===== src/rtl/mtu_pkg.sv =====
`timescale 1ns / 1ps
`default_nettype none
// ----------------------------------------------------------------------------
// MIDI to USB event packetizer - shared types and constants
// Byte codes, code index numbers and the records passed between stages.
// ----------------------------------------------------------------------------
package mtu_pkg;

   localparam logic [7:0] SYSEX_START  = 8'hF0;
   localparam logic [7:0] SYSEX_END    = 8'hF7;
   localparam logic [7:0] MTC_QUARTER  = 8'hF1;
   localparam logic [7:0] SONG_POS     = 8'hF2;
   localparam logic [7:0] SONG_SEL     = 8'hF3;
   localparam logic [7:0] REALTIME_MIN = 8'hF8;

   localparam logic [3:0] CIN_COMMON_2 = 4'h2;
   localparam logic [3:0] CIN_COMMON_3 = 4'h3;
   localparam logic [3:0] CIN_SYSEX    = 4'h4;
   localparam logic [3:0] CIN_SINGLE   = 4'h5;
   localparam logic [3:0] CIN_VOICE    = 4'h8;

   localparam logic [3:0] HI_PROG_CHG  = 4'hC;
   localparam logic [3:0] HI_CHAN_PRES = 4'hE - 4'h1;

   typedef struct packed {
      logic       valid;
      logic [7:0] midi_byte;
   } beat_type;

   typedef struct packed {
      logic [3:0] code_index;
      logic [7:0] byte0;
      logic [7:0] byte1;
      logic [7:0] byte2;
   } packet_type;

   function automatic logic [1:0] voice_length(input logic [7:0] status);
      logic [3:0] hi;
      hi = status[7:4];
      voice_length = (hi == HI_PROG_CHG || hi == HI_CHAN_PRES) ? 2'd2 : 2'd3;
   endfunction

endpackage
`default_nettype wire


===== src/rtl/mtu_input_stage.sv =====
`timescale 1ns / 1ps
`default_nettype none
// ----------------------------------------------------------------------------
// MIDI to USB event packetizer - input register
// Captures one MIDI byte per beat and holds it until the core takes it.
// ----------------------------------------------------------------------------
module mtu_input_stage (
   input  wire logic          clock,
   input  wire logic          reset,
   input  wire logic          req_valid,
   input  wire logic [7:0]    req_midi_byte,
   output logic               req_stall,
   input  wire logic          advance,
   output mtu_pkg::beat_type  beat
);
   import mtu_pkg::*;

   logic       valid_ff, valid_in;
   logic [7:0] byte_ff, byte_in;
   logic       take;

   assign req_stall = valid_ff && !advance;
   assign take      = req_valid && !req_stall;

   always_comb begin
      valid_in = take ? 1'b1 : (valid_ff && !advance);
      byte_in  = take ? req_midi_byte : byte_ff;
   end

   always_ff @(posedge clock) begin
      if (reset) begin
         valid_ff <= 1'b0;
      end else begin
         valid_ff <= valid_in;
      end
      byte_ff <= byte_in;
   end

   assign beat.valid     = valid_ff;
   assign beat.midi_byte = byte_ff;

endmodule
`default_nettype wire


===== src/rtl/mtu_event_core.sv =====
`timescale 1ns / 1ps
`default_nettype none
// ----------------------------------------------------------------------------
// MIDI to USB event packetizer - packet assembly core
// Running status, SysEx chunking and system common assembly, one byte a cycle while advance is high.
// ----------------------------------------------------------------------------
module mtu_event_core (
   input  wire logic          clock,
   input  wire logic          reset,
   input  wire logic          advance,
   input  mtu_pkg::beat_type  beat,
   output logic               emit,
   output mtu_pkg::packet_type packet
);
   import mtu_pkg::*;

   logic [1:0] fill_ff, fill_in;
   logic [1:0] expect_ff, expect_in;
   logic       sysex_ff, sysex_in;
   logic [7:0] status_ff, status_in;
   logic [6:0] saved_ff, saved_in;
   logic       saved_valid_ff, saved_valid_in;
   logic [3:0] header_ff, header_in;
   logic [7:0] pbytes_ff [3];
   logic [7:0] pbytes_in [3];

   logic [7:0] b;
   logic [1:0] idx;
   logic [1:0] count;
   logic [7:0] wr [3];
   logic [3:0] hdr_e;
   logic [1:0] exp_e;
   logic       sv_e;
   logic       drop;

   always_comb begin
      b     = beat.midi_byte;
      idx   = (fill_ff == 2'd3) ? 2'd2 : fill_ff;
      count = idx + 2'd1;
      wr    = pbytes_ff;
      wr[idx] = b;

      fill_in        = fill_ff;
      expect_in      = expect_ff;
      sysex_in       = sysex_ff;
      status_in      = status_ff;
      saved_in       = saved_ff;
      saved_valid_in = saved_valid_ff;
      header_in      = header_ff;
      pbytes_in      = pbytes_ff;
      hdr_e          = header_ff;
      exp_e          = expect_ff;
      sv_e           = saved_valid_ff;
      drop           = 1'b0;
      emit           = 1'b0;
      packet         = '0;

      if (b >= REALTIME_MIN) begin
         emit         = 1'b1;
         packet.code_index = CIN_SINGLE;
         packet.byte0 = b;
      end else if (b == SYSEX_END && sysex_ff) begin
         pbytes_in = wr;
         fill_in   = 2'd0;
         sysex_in  = 1'b0;
         emit      = 1'b1;
         packet.code_index = CIN_SYSEX + {2'b00, count};
         packet.byte0 = wr[0];
         packet.byte1 = (count > 2'd1) ? wr[1] : 8'h00;
         packet.byte2 = (count > 2'd2) ? wr[2] : 8'h00;
      end else if (b[7]) begin
         fill_in        = 2'd0;
         sysex_in       = 1'b0;
         saved_valid_in = 1'b0;
         if (b < SYSEX_START) begin
            status_in = b;
            header_in = b[7:4];
            expect_in = voice_length(b);
            fill_in   = 2'd1;
         end else begin
            status_in = 8'h00;
            if (b == SYSEX_START) begin
               sysex_in     = 1'b1;
               pbytes_in[0] = b;
               header_in    = CIN_SYSEX;
               expect_in    = 2'd3;
               fill_in      = 2'd1;
            end else if (b == MTC_QUARTER || b == SONG_POS || b == SONG_SEL) begin
               pbytes_in[0] = b;
               header_in    = (b == SONG_POS) ? CIN_COMMON_3 : CIN_COMMON_2;
               expect_in    = (b == SONG_POS) ? 2'd3 : 2'd2;
               fill_in      = 2'd1;
            end else begin
               emit         = 1'b1;
               packet.code_index = CIN_SINGLE;
               packet.byte0 = b;
            end
         end
      end else if (sysex_ff) begin
         pbytes_in = wr;
         if (count == 2'd3) begin
            fill_in = 2'd0;
            emit    = 1'b1;
            packet.code_index = CIN_SYSEX;
            packet.byte0 = wr[0];
            packet.byte1 = wr[1];
            packet.byte2 = wr[2];
         end else begin
            fill_in = count;
         end
      end else begin
         if (fill_ff == 2'd0) begin
            if (status_ff == 8'h00) begin
               drop = 1'b1;
            end else begin
               hdr_e          = status_ff[7:4];
               exp_e          = voice_length(status_ff);
               sv_e           = 1'b0;
               header_in      = hdr_e;
               expect_in      = exp_e;
               saved_valid_in = 1'b0;
               fill_in        = 2'd1;
            end
         end
         if (!drop) begin
            if (hdr_e >= CIN_VOICE) begin
               if (exp_e == 2'd2) begin
                  fill_in = 2'd0;
                  emit    = 1'b1;
                  packet.code_index = hdr_e;
                  packet.byte0 = status_ff;
                  packet.byte1 = b;
               end else if (!sv_e) begin
                  saved_in       = b[6:0];
                  saved_valid_in = 1'b1;
                  fill_in        = 2'd2;
               end else begin
                  saved_valid_in = 1'b0;
                  fill_in        = 2'd0;
                  emit           = 1'b1;
                  packet.code_index = hdr_e;
                  packet.byte0 = status_ff;
                  packet.byte1 = {1'b0, saved_ff};
                  packet.byte2 = b;
               end
            end else begin
               pbytes_in = wr;
               if (count >= exp_e) begin
                  fill_in = 2'd0;
                  emit    = 1'b1;
                  packet.code_index = hdr_e;
                  packet.byte0 = wr[0];
                  packet.byte1 = (count > 2'd1) ? wr[1] : 8'h00;
                  packet.byte2 = (count > 2'd2) ? wr[2] : 8'h00;
               end else begin
                  fill_in = count;
               end
            end
         end
      end
   end

   always_ff @(posedge clock) begin
      if (reset) begin
         fill_ff        <= 2'd0;
         expect_ff      <= 2'd0;
         sysex_ff       <= 1'b0;
         status_ff      <= 8'h00;
         saved_ff       <= 7'h00;
         saved_valid_ff <= 1'b0;
         header_ff      <= 4'h0;
         pbytes_ff      <= '{default: 8'h00};
      end else if (advance) begin
         fill_ff        <= fill_in;
         expect_ff      <= expect_in;
         sysex_ff       <= sysex_in;
         status_ff      <= status_in;
         saved_ff       <= saved_in;
         saved_valid_ff <= saved_valid_in;
         header_ff      <= header_in;
         pbytes_ff      <= pbytes_in;
      end
   end

endmodule
`default_nettype wire


===== src/rtl/mtu_output_stage.sv =====
`timescale 1ns / 1ps
`default_nettype none
// ----------------------------------------------------------------------------
// MIDI to USB event packetizer - result register
// Holds one finished event packet until the downstream side takes the beat.
// ----------------------------------------------------------------------------
module mtu_output_stage (
   input  wire logic           clock,
   input  wire logic           reset,
   input  wire logic           load,
   input  mtu_pkg::packet_type packet,
   output logic                ready,
   output logic                rsp_valid,
   input  wire logic           rsp_stall,
   output mtu_pkg::packet_type rsp_packet
);
   import mtu_pkg::*;

   logic       valid_ff, valid_in;
   packet_type packet_ff, packet_in;

   assign ready = !valid_ff || !rsp_stall;

   always_comb begin
      valid_in  = load ? 1'b1 : (valid_ff && rsp_stall);
      packet_in = load ? packet : packet_ff;
   end

   always_ff @(posedge clock) begin
      if (reset) begin
         valid_ff <= 1'b0;
      end else begin
         valid_ff <= valid_in;
      end
      packet_ff <= packet_in;
   end

   assign rsp_valid  = valid_ff;
   assign rsp_packet = packet_ff;

endmodule
`default_nettype wire


===== src/rtl/midi_to_usb_event_packetizer.sv =====
`timescale 1ns / 1ps
`default_nettype none
// ----------------------------------------------------------------------------
// MIDI to USB event packetizer
// An accepted byte waits in the input register, then its packet in the result register.
// Throughput: one MIDI byte per cycle while the receiver does not stall.
// A byte that completes no packet still advances the core, without loading a result.
// Reset (synchronous) clears the stage valids and all packetizer state.
// ----------------------------------------------------------------------------
module midi_to_usb_event_packetizer (
   input  wire logic       clock,
   input  wire logic       reset,
   input  wire logic       req_valid,
   output logic            req_stall,
   input  wire logic [7:0] req_midi_byte,
   output logic            rsp_valid,
   input  wire logic       rsp_stall,
   output logic [3:0]      rsp_code_index,
   output logic [7:0]      rsp_byte0,
   output logic [7:0]      rsp_byte1,
   output logic [7:0]      rsp_byte2
);
   import mtu_pkg::*;

   beat_type   beat;
   packet_type packet;
   packet_type rsp_packet;
   logic       emit;
   logic       ready;
   logic       advance;

   assign advance = beat.valid && ready;

   mtu_input_stage u_input (
      .clock         (clock),
      .reset         (reset),
      .req_valid     (req_valid),
      .req_midi_byte (req_midi_byte),
      .req_stall     (req_stall),
      .advance       (advance),
      .beat          (beat)
   );

   mtu_event_core u_core (
      .clock   (clock),
      .reset   (reset),
      .advance (advance),
      .beat    (beat),
      .emit    (emit),
      .packet  (packet)
   );

   mtu_output_stage u_output (
      .clock      (clock),
      .reset      (reset),
      .load       (advance && emit),
      .packet     (packet),
      .ready      (ready),
      .rsp_valid  (rsp_valid),
      .rsp_stall  (rsp_stall),
      .rsp_packet (rsp_packet)
   );

   assign rsp_code_index = rsp_packet.code_index;
   assign rsp_byte0      = rsp_packet.byte0;
   assign rsp_byte1      = rsp_packet.byte1;
   assign rsp_byte2      = rsp_packet.byte2;

   a_reset_clears : assert property (@(posedge clock) reset |=> !rsp_valid)
      else $error("result valid after reset");

   a_cin_legal : assert property (@(posedge clock) disable iff (reset)
      rsp_valid |-> rsp_code_index != 4'h0 && rsp_code_index != 4'h1 &&
                    rsp_code_index != 4'hF)
      else $error("illegal code index");

   a_voice_header : assert property (@(posedge clock) disable iff (reset)
      rsp_valid && rsp_code_index >= CIN_VOICE |->
         rsp_byte0[7:4] == rsp_code_index && !rsp_byte1[7])
      else $error("voice packet header does not match status");

   a_single_status : assert property (@(posedge clock) disable iff (reset)
      rsp_valid && rsp_code_index == CIN_SINGLE |->
         rsp_byte0[7] && rsp_byte1 == 8'h00 && rsp_byte2 == 8'h00)
      else $error("single-byte packet malformed");

endmodule
`default_nettype wire


===== config.mk =====
export PLATFORM = sky130hd
export DESIGN_NAME = midi_to_usb_event_packetizer
export DESIGN_NICKNAME = d
export VERILOG_FILES = /design/src/rtl/mtu_pkg.sv /design/src/rtl/mtu_input_stage.sv /design/src/rtl/mtu_event_core.sv /design/src/rtl/mtu_output_stage.sv /design/src/rtl/midi_to_usb_event_packetizer.sv
export SDC_FILE = /design/constraint.sdc
export NUM_CORES = 1
export LEC_CHECK = 0
export BUFFER_PORTS_ARGS = -buffer_cell sky130_fd_sc_hd__buf_2
export CAP_MARGIN = 20
export CORE_ASPECT_RATIO = 0.9
export CORE_UTILIZATION = 26
export DETAILED_ROUTE_END_ITERATION = 10
export PLACE_DENSITY = 0.39
export RECOVER_POWER = 25
export REMOVE_ABC_BUFFERS = 1
export SYNTH_ARGS = -nofsm -noshare
export SYNTH_HDL_FRONTEND = slang
export SYNTH_SLANG_ARGS = --single-unit

===== constraint.sdc =====
create_clock -name clock -period 4.6 [get_ports clock]
set_clock_uncertainty 0.1 [all_clocks]
set_input_delay 0.69 -clock clock [delete_from_list [all_inputs] [get_ports clock]]
set_output_delay 0.69 -clock clock [all_outputs]
set_load 0.005 [all_outputs]

# After elaboration in Yosys (flattened, before gate mapping)

Index checks and enable logic that the tools add are counted.

Output and inout port bits: 30
Bits in registers: 87
Bits of input ports: 12
Word-level logic and storage cells: 191

Order comparisons: 8
Reduce and logical (&&, ||, !) cells: 27
$add $sub $neg: 2
Eq/ne operators: 23
Bitwise operators: 8
Multiplexer cells: 106

Operators by type and width:

| operator           | count |
|---|---|
| $mux 28            | 6 |
| $mux 24            | 4 |
| $mux 8             | 10 |
| $mux 2             | 24 |
| $mux 1             | 42 |
| $eq 8x8->1 const B | 5 |
| $mux 4             | 10 |
| $mux 12            | 3 |
| $mux 16            | 2 |
| $mux 27            | 1 |
| $bwmux 24          | 1 |
| $mux 20            | 1 |
| $demux 8 s2        | 1 |
| $eq 4x4->1 const B | 4 |
| $reduce_and 4->1   | 3 |
| $mux 11            | 1 |
| $reduce_and 5->1   | 2 |
| $reduce_and 9->1   | 1 |
| $ge 8x8->1 const B | 1 |
| $logic_not 8->1    | 1 |
| $lt 8x8->1 const B | 1 |
| $ne 4x1->1 const B | 2 |
| $ne 4x2->1 const B | 2 |
| $logic_and 1x1->1  | 7 |
| other kinds (23)   | 39 |

# Depth between registers and ports, before layout

Gate-level depths: netlist of run 1.

Depth after elaboration: 19
Gate-level depth with buffers: 10
Depth with buffers taken out: 10

# By module

A second synthesis of run 1 with hierarchy kept.

Cell total of the unflattened synthesis: 390
Area total of the unflattened synthesis: 3955.0 um^2

By module, submodules not included:

| module                       | sequential area each (um^2) | cells an instance | times used | area each (um^2) |
|---|---|---|---|---|
| mtu_event_core               | 820.8                       | 343               | 1          | 2771.4 |
| mtu_output_stage             | 860.8                       | 32                | 1          | 873.3 |
| mtu_input_stage              | 260.2                       | 13                | 1          | 297.8 |
| midi_to_usb_event_packetizer | 0.0                         | 2                 | 1          | 12.5 |

# Least setup slack after synthesis of run 1

OpenSTA, ideal clock, no wires.

Path type: register to register
From: reg u_core.status_ff[3]
To: reg u_output.packet_ff, in the netlist u_output.rsp_packet[0], enable pin
Arrival: 3.800 ns
Required time: 4.077 ns
Buffers on the path: 0
Library setup time: 0.423 ns
Cell stages (with the launch flop): 11
Period minus slack after synthesis: 4.322 ns
Path slack: 0.278 ns
Cells stage by stage: dfxtp_1 or4_4 o31a_1 nor2_1 nor2_1 ha_1 nand3b_1 nor2_1 nor3_1 nand2_1 a21oi_1

Cells in the longest elaborated chain, start to end: 16
Elaborated cells on any way between the ends: 38
Classes of those cells: order compare (2); eq/ne (1); mux (33); reduce/logical (2)

RTL lines:

| element                                  | line                                         | source |
|---|---|---|
| start, declared                          | mtu_event_core.sv:20                         | `logic [7:0] status_ff, status_in;` |
| start signal, assigned                   | mtu_event_core.sv:177                        | `status_ff <= status_in;` |
| $logic_not 8->1 (*)                      | mtu_event_core.sv:113                        | `if (status_ff == 8'h00) begin` |
| $mux 2 / $mux 1 (equally long branches)  | mtu_event_core.sv:113                        |  |
| $mux 2 / $mux 1 (equally long branches)  | mtu_event_core.sv:112                        | `if (fill_ff == 2'd0) begin` |
| $mux 2 / $mux 1 (equally long branches)  | n/a                                          |  |
| $mux 2 / $mux 1 (equally long branches)  | mtu_event_core.sv:71                         | `end else if (b[7]) begin` |
| $mux 2 / $mux 1 (equally long branches)  | mtu_event_core.sv:62                         | `end else if (b == SYSEX_END && sysex_ff) begin` |
| $mux 2 / $mux 1 (equally long branches)  | mtu_event_core.sv:58                         | `if (b >= REALTIME_MIN) begin` |
| $ge 2x2->1, or another cell as far along | mtu_event_core.sv:148                        | `if (count >= exp_e) begin` |
| $mux 1, on equally long branches         | mtu_event_core.sv:148, mtu_event_core.sv:127 |  |
| $mux 1                                   | mtu_event_core.sv:126                        | `if (hdr_e >= CIN_VOICE) begin` |
| $mux 1 (*)                               | mtu_event_core.sv:125                        | `if (!drop) begin` |
| $mux 1 (*)                               | mtu_event_core.sv:99                         | `end else if (sysex_ff) begin` |
| $mux 1 (*)                               | mtu_event_core.sv:71                         |  |
| $mux 1 (*)                               | mtu_event_core.sv:62                         |  |
| $mux 1 (*)                               | mtu_event_core.sv:58                         |  |
| $logic_and 1x1->1 (*)                    | midi_to_usb_event_packetizer.sv:56           | `.load (advance && emit),` |
| net u_output.load                        | mtu_output_stage.sv:10                       | `input wire logic load,` |
| end signal, assigned                     | mtu_output_stage.sv:35                       | `packet_ff <= packet_in;` |
| end, declared                            | mtu_output_stage.sv:20                       | `packet_type packet_ff, packet_in;` |

Mark *: on every way through the listed nets, which the timed path passes. The rest lies on a longest branch. The select of a mux whose other input is x is not followed.
A chain may end at the register's enable or synchronous reset.

# Worst setup path in the final report of run 1

From: reg u_core.status_ff[4]
To: reg u_output.packet_ff, in the netlist u_output.rsp_packet[17], enable pin

Cells in the longest elaborated chain, start to end: 18
Elaborated cells on any way between the ends: 42
Classes of those cells: order compare (2); eq/ne (3); mux (34); reduce/logical (3)

RTL lines:

| element               | line                               | source |
|---|---|---|
| $eq 4x4->1            | mtu_pkg.sv:40                      | `voice_length = (hi == HI_PROG_CHG \|\| hi == HI_CHAN_PRES) ? 2'd2 : 2'd3;` |
| $logic_or 1x1->1      | mtu_pkg.sv:40                      |  |
| $mux 1                | mtu_pkg.sv:40                      |  |
| $mux 2                | mtu_event_core.sv:113              |  |
| $mux 2                | mtu_event_core.sv:112              |  |
| $mux 2                | n/a                                |  |
| $mux 2                | mtu_event_core.sv:71               |  |
| $mux 2                | mtu_event_core.sv:62               |  |
| [... 3 more ...]      | n/a                                |  |
| $mux 1                | mtu_event_core.sv:126              |  |
| $mux 1 (*)            | mtu_event_core.sv:125              |  |
| $mux 1 (*)            | mtu_event_core.sv:99               |  |
| $mux 1 (*)            | mtu_event_core.sv:71               |  |
| $mux 1 (*)            | mtu_event_core.sv:62               |  |
| $mux 1 (*)            | mtu_event_core.sv:58               |  |
| $logic_and 1x1->1 (*) | midi_to_usb_event_packetizer.sv:56 |  |
| net u_output.load     | mtu_output_stage.sv:10             |  |

Marked as above.

==> out/metrics.cfg, run 1 <==
[status]
status=finished, final reports clean

[route]
first_pass_iters=5
drt-initial-drc-count=331
route.detailed.drc=0
vias=3699
routedWlPerCell_um=20.6
drt_wl_total_um=14100
viasPerCell=5.42
ant_nets=0

[floorplan]
core_mm2=0.0155
design.die.area_mm2=0.0166
die_y_um=122
pin_count=42
initial_core_util=0.269
die_w_um=136
rows=43

[place]
dp.cells=667
place_hpwl_um=9700
port_buffers=41
pre_cts_ws_ps=848
dpl-instance-area_mm2=0.00465
gp_congestion=0.905

[clock_tree]
root_buffer=clkbuf_16
clk_pin_slew_ps=60
cts_made_buffers=9
clock_latency_ps=340
cts_resized=0
cts_tree=yes
clockBufferDepth=2
cts_sinks=79
postCtsHoldBufs=0
cts-htree-levels=3
postCtsSetupBuffers=0

[finish]
syn_to_final_growth_pct=18.9
design_area_mm2=0.00496
register_area_mm2=0.00194
nets=490
fill_cells=1629
drive_gt1_frac=0.162
finalNonFillerCells=683
antenna_cells=0
multi_input_area_mm2=0.00210

[grt]
grt_pass1_wl_um=21900
grt.total_usage=0.181
antenna_found_initial=0
grt_max_degree=35
grt_pass1_vias=3641
grt_overflow=0

[timing]
tns_ps=0
fin_crit_ps=3790
setup-violations-final=0
tightest_slew_ps=871
rsz0062_at_grt=false
worst_hold_slack_ps=376
slew_headroom=0.419
setup_slack_ps=809
period_share=0.824
drv_slew=0
max_freq_mhz=264
final_hold_viol_count=0

[pwr]
cellPowerDensity_mw_per_mm2=370
vdd_ir_drop_max_mv=0.206
switching_share=0.256
combPwrFrac=0.140
p_sw_mw=0.470
internal-power_mw=1.37
pwr-share-clk=0.435
power_frac_seq=0.425
leakage_nw=1.80

[synth]
synth.ff_latch_count=79
synth_most_common_cell=nor2_1
synth_common_cells=45 x nor2_1, 43 x dfxtp_1, 41 x nand2_1
ys.flop_type=dfxtp_1
syn_area_mm2=0.00418
yosysUniqueCellTypes=71
avgSynthCellArea_um2=9.51
synth_top_cell_by_area=edfxtp_1
synth.top_cells.by_area=edfxtp_1 26%, dfxtp_1 21%, mux2i_1 5.8%
syn-instance-count=439
synth_edf_count=36
yosysWarnings=0
synth_top_area_frac=0.259
yosysSeqAreaShare=0.465
synth_async_sr_flop_share=0

[setup_path]
worstSetupPathType=reg -> reg
worstPathRequired_ps=4500
cp_slowest_stage_delay_ps=580
crit_slowest_cell=or4_4
worstSetupStartpointType=register
cp-end-kind=register
cp_cell_sequence=or4_4 -> o31a_1 -> nor2_1 -> nor2_1 -> ha_1 -> nand3b_1 -> nor2_1 -> nor3_1 -> nand2_1 -> a21oi_4 -> buf_4
cp_data_arrival_time_ps=3690
crit_fanout=28
crit_top_cell=nor2_1

[hold_path]
worstHoldPathType=reg -> reg

[run]
maxCapViolations=0

## cell usage in the layout (no fill, tap or decap), types with 4 or more instances in the layout
master / netlist / layout
nand2_1: 41 / 41
nand4_1: 9 / 9
inv_1: 5 / 5
buf_2: 3 / 29
or3_1: 6 / 6
nand3b_1: 7 / 7
o21ai_0: 18 / 18
mux2i_1: 24 / 24
edfxtp_1: 36 / 36
a21oi_1: 36 / 35
nand3_1: 13 / 13
nor3_1: 16 / 16
clkbuf_16: 0 / 9
nor2_1: 45 / 45
dfxtp_1: 43 / 43
o221ai_1: 4 / 4
o211ai_1: 5 / 5
clkbuf_1: 26 / 14
nor2b_1: 5 / 5
a211oi_1: 6 / 6
a22oi_1: 6 / 6
o31ai_1: 4 / 4
a221o_1: 8 / 8
buf_4: 0 / 17
## layout make-up
class,count,share of cell area
Clock buffer,12,0.0476
Clock inverter,4,0.0192
Inverter,6,0.00454
Multi-Input combinational cell,322,0.423
Sequential cell,79,0.391
Tap cell,202,0.0509
Timing Repair Buffer,58,0.0640
## stage by stage
step                      total power, mW  utilization
final                                1.84        0.319
after global routing                 1.91        0.319
after CTS                            1.86        0.320
after detailed placement             1.05        0.299
after global placement               1.05        0.299
after floorplan                     0.945            -
## path summary, 6_finish.rpt
path                                    start                                 to  depth (start not counted)  slack [ps]
min reg2reg   u_core.saved_ff[0]$_SDFFE_PP0P_    u_core.saved_ff[0]$_SDFFE_PP0P_                          2         380
max reg2reg  u_core.status_ff[4]$_SDFFE_PP0P_  u_output.rsp_packet[17]$_DFFE_PP_                         11         810
min           u_core.saved_ff[0]$_SDFFE_PP0P_    u_core.saved_ff[0]$_SDFFE_PP0P_                          2         380
max          u_core.status_ff[4]$_SDFFE_PP0P_  u_output.rsp_packet[17]$_DFFE_PP_                         11         810
## critical path, delay by kind of cell (launching register included)
kind	cells	cell delay [ps]
AO/OA/AOI/OAI	2	610
flip-flops	1	360
AND/OR/NAND/NOR	7	1700
buffers and inverters	1	380
adder cells (fa/ha/maj)	1	280
## power by group through the flow
| stage | clock, mW | combinational [mW] | sequential [mW] |
|---|---|---|---|
| CTS | 0.824 | 0.255 | 0.780 |
| detailed placement | 0 | 0.254 | 0.795 |
| finish | 0.800 | 0.257 | 0.781 |
| global route | 0.848 | 0.280 | 0.784 |
| floorplan | 0 | 0.147 | 0.798 |
| global placement | 0 | 0.260 | 0.794 |
## flip-flops by register name, indices dropped and copies added, names as in the netlist
name / flops
u_output.rsp_packet: 28
u_core.pbytes_ff: 16
u_core.status_ff: 8
u_input.byte_ff: 8
u_core.saved_ff: 7
u_core.header_ff: 4
u_core.expect_ff: 2
u_core.fill_ff: 2
u_core.saved_valid_ff: 1
u_core.sysex_ff: 1
u_input.valid_ff: 1
u_output.rsp_valid: 1
## logic make-up (layout without fill, tap and decap cells)
kind of cell,count (synthesis),count (layout),synth area share
AND/OR/NAND/NOR,164,164,0.200
flip-flops,79,79,0.465
adder cells (fa/ha/maj),3,3,0.00839
buffers and inverters,38,80,0.0351
AO/OA/AOI/OAI,130,130,0.230
multiplexers,25,25,0.0608
## layer usage
metal	up-vias	track usage	share of wire
li1	1754	-	-
met1	1774	0.254	0.47
met2	154	0.260	0.43
met3	17	0.0516	0.078
met4	0	0.0695	0.020
met5	-	0	0
(Power assumes the default switching activity.)
==> run 2, diff against run 1 <==
--- a/config.mk
+++ b/config.mk
@@ -10,7 +10,7 @@
 export CORE_ASPECT_RATIO = 0.9
 export CORE_UTILIZATION = 26
 export DETAILED_ROUTE_END_ITERATION = 10
-export PLACE_DENSITY = 0.39
+export PLACE_DENSITY = 0.38
 export RECOVER_POWER = 25
 export REMOVE_ABC_BUFFERS = 1
 export SYNTH_ARGS = -nofsm -noshare
==> constraint.sdc (replaced) <==
create_clock -name clock -period 3.9 [get_ports clock]
set_clock_uncertainty 0.1 [all_clocks]
set_input_delay 0.585 -clock clock [delete_from_list [all_inputs] [get_ports clock]]
set_output_delay 0.585 -clock clock [all_outputs]
set_load 0.005 [all_outputs]
==> run 2 against run 1 <==
  * Worst hold slack got worse by 67 ps
  * Critical endpoint is now u_output.rsp_packet[22]$_DFFE_PP_
  * Clock power rose by 10%
  * Critical path type unchanged
  * Die area did not move
  * Power rose by 15%
  * Utilization rose by 0.088 points
==> out/metrics.cfg, run 2 (synthesized netlist as in run 1, its figures left out) <==
[status]
status=finished, final reports clean

[floorplan]
initial_core_util=0.269  ; unchanged
die_w_um=136  ; unchanged
pin_count=42  ; unchanged
rows=43  ; unchanged
die_y_um=122  ; unchanged
design.die.area_mm2=0.0166  ; unchanged
core_mm2=0.0155  ; unchanged

[finish]
post-route-util=0.320  ; +0.000885
largest_reg_flops=28  ; unchanged
fill_cells=1654  ; +1.5%
nets=494  ; +0.82%
final_common_cell=nor2_1
drive_gt1_frac=0.163  ; +0.000724
syn_to_final_growth_pct=19.2
antenna_cells=0  ; unchanged
mostFrequentLayoutCells=45 x nor2_1, 43 x dfxtp_1, 41 x nand2_1, 36 x edfxtp_1, 35 x a21oi_1

[route]
drt-initial-drc-count=230  ; -31%
routedWlPerCell_um=20.8  ; +1.1%
drt_wl_total_um=14300  ; +1.6%
viasPerCell=5.38  ; -0.69%
vias=3695  ; -0.11%
first_pass_iters=5  ; unchanged
route.detailed.drc=0  ; unchanged
ant_nets=0  ; unchanged

[clock_tree]
postCtsHoldBufs=0  ; unchanged
postCtsSetupBuffers=0  ; unchanged
clockBufferDepth=2  ; unchanged
cts-htree-levels=3  ; unchanged
clock_latency_ps=350  ; about the same
cts_made_buffers=9  ; unchanged
clk_pin_slew_ps=60  ; about the same
cts_tree=yes
cts_resized=0  ; unchanged
cts_sinks=79  ; unchanged
root_buffer=clkbuf_16

[timing]
tns_ps=0  ; unchanged
drv_slew=0  ; unchanged
rsz0062_at_grt=false
tightest_slew_ps=940  ; +68.3 ps
period_share=0.938  ; +0.114
max_freq_mhz=273  ; +3.6%
final_hold_viol_count=0  ; unchanged
slew_headroom=0.374  ; -0.0455
fin_crit_ps=3660  ; -132 ps
setup-violations-final=0  ; unchanged

[setup_path]
crit_top_cell=nor2_1
crit_slowest_cell=or4_4
cp-end-kind=register
worstSetupStartpointType=register
cp_data_arrival_time_ps=3600  ; -90 ps
crit_fanout=28  ; unchanged
worstSetupPathType=reg -> reg
cp_slowest_stage_delay_ps=550  ; -30 ps
cp_cell_sequence=or4_4 -> o31a_1 -> nor2_1 -> nor2_1 -> ha_1 -> nand3b_1 -> nor2_1 -> nor3_1 -> nand2_1 -> a21oi_4 -> buf_12
worstPathRequired_ps=3840  ; -660 ps

[place]
place_hpwl_um=10000  ; +3.3%
gp_congestion=0.862  ; -4.7%
port_buffers=41  ; unchanged

[grt]
grt_pass1_vias=3456  ; -5.1%
grt_overflow=0  ; unchanged
grt.total_usage=0.182  ; +0.00140
grt_pass1_wl_um=21800  ; -0.53%
grt_max_degree=33  ; -5.7%
antenna_found_initial=0  ; unchanged

[pwr]
cellPowerDensity_mw_per_mm2=424  ; +15%
vdd_ir_drop_max_mv=0.225  ; +8.9%
leakage_nw=1.80  ; +0.30%

[run]
maxCapViolations=0  ; unchanged

[hold_path]
worstHoldPathType=in -> reg

==> run 2: cell type report <==
cell class,count,area (um^2),area share
Clock inverter,6,75.1,0.0151
Inverter,6,22.5,0.00452
Sequential cell,79,1940,0.390
Multi-Input combinational cell,322,2100,0.421
Timing Repair Buffer,62,359,0.0721
Tap cell,202,253,0.0508
Clock buffer,10,229,0.0460
==> run 2: metrics by stage <==
| step | cells | setup WS, ps | cell area, um^2 | total power [mW] | hold WS (ps) |
|---|---|---|---|---|---|
| 2_1_floorplan | 407 | -561 | 4050 | 1.12 | 336 |
| 3_3_place_gp | 671 | 330 | 4690 | 1.25 | 370 |
| 3_5_place_dp | 671 | 272 | 4690 | 1.25 | 371 |
| 4_1_cts | 687 | 268 | 4990 | 2.14 | 295 |
| 5_1_grt | 687 | 72.1 | 4980 | 2.19 | 295 |
| 6_report | 687 | 241 | 4980 | 2.11 | 309 |
==> run 2: power breakdown <==
| part | internal (mW) | switching [mW] |
|---|---|---|
| combinational | 0.103 | 0.204 |
| sequential | 0.891 | 0.0317 |
| clock | 0.552 | 0.332 |
==> run 2: path summary, 6_finish.rpt <==
path / cells past startpoint / from / slack [ps] / endpoint
worst min-delay path: 1 / req_midi_byte[7] / 310 / u_input.byte_ff[7]$_DFFE_PP_
worst max-delay path: 11 / u_core.status_ff[5]$_SDFFE_PP0P_ / 240 / u_output.rsp_packet[22]$_DFFE_PP_
worst max register to register: 11 / u_core.status_ff[5]$_SDFFE_PP0P_ / 240 / u_output.rsp_packet[22]$_DFFE_PP_
worst min register to register: 2 / u_core.saved_ff[1]$_SDFFE_PP0P_ / 380 / u_core.saved_ff[1]$_SDFFE_PP0P_
==> run 2: metal layers <==
metal	vias up	global-route usage	routed length, um
li1	1763	-	-
met1	1795	0.270	7220
met2	121	0.258	6060
met3	16	0.0417	798
met4	0	0.0576	212
met5	-	0	0
==> run 2: critical path, delay by kind of cell (launching register included) <==
kind	cells	cell delay, ps
AND/OR/NAND/NOR	7	1680
adder cells (fa/ha/maj)	1	300
buffers and inverters	1	210
AO/OA/AOI/OAI	2	640
flip-flops	1	390
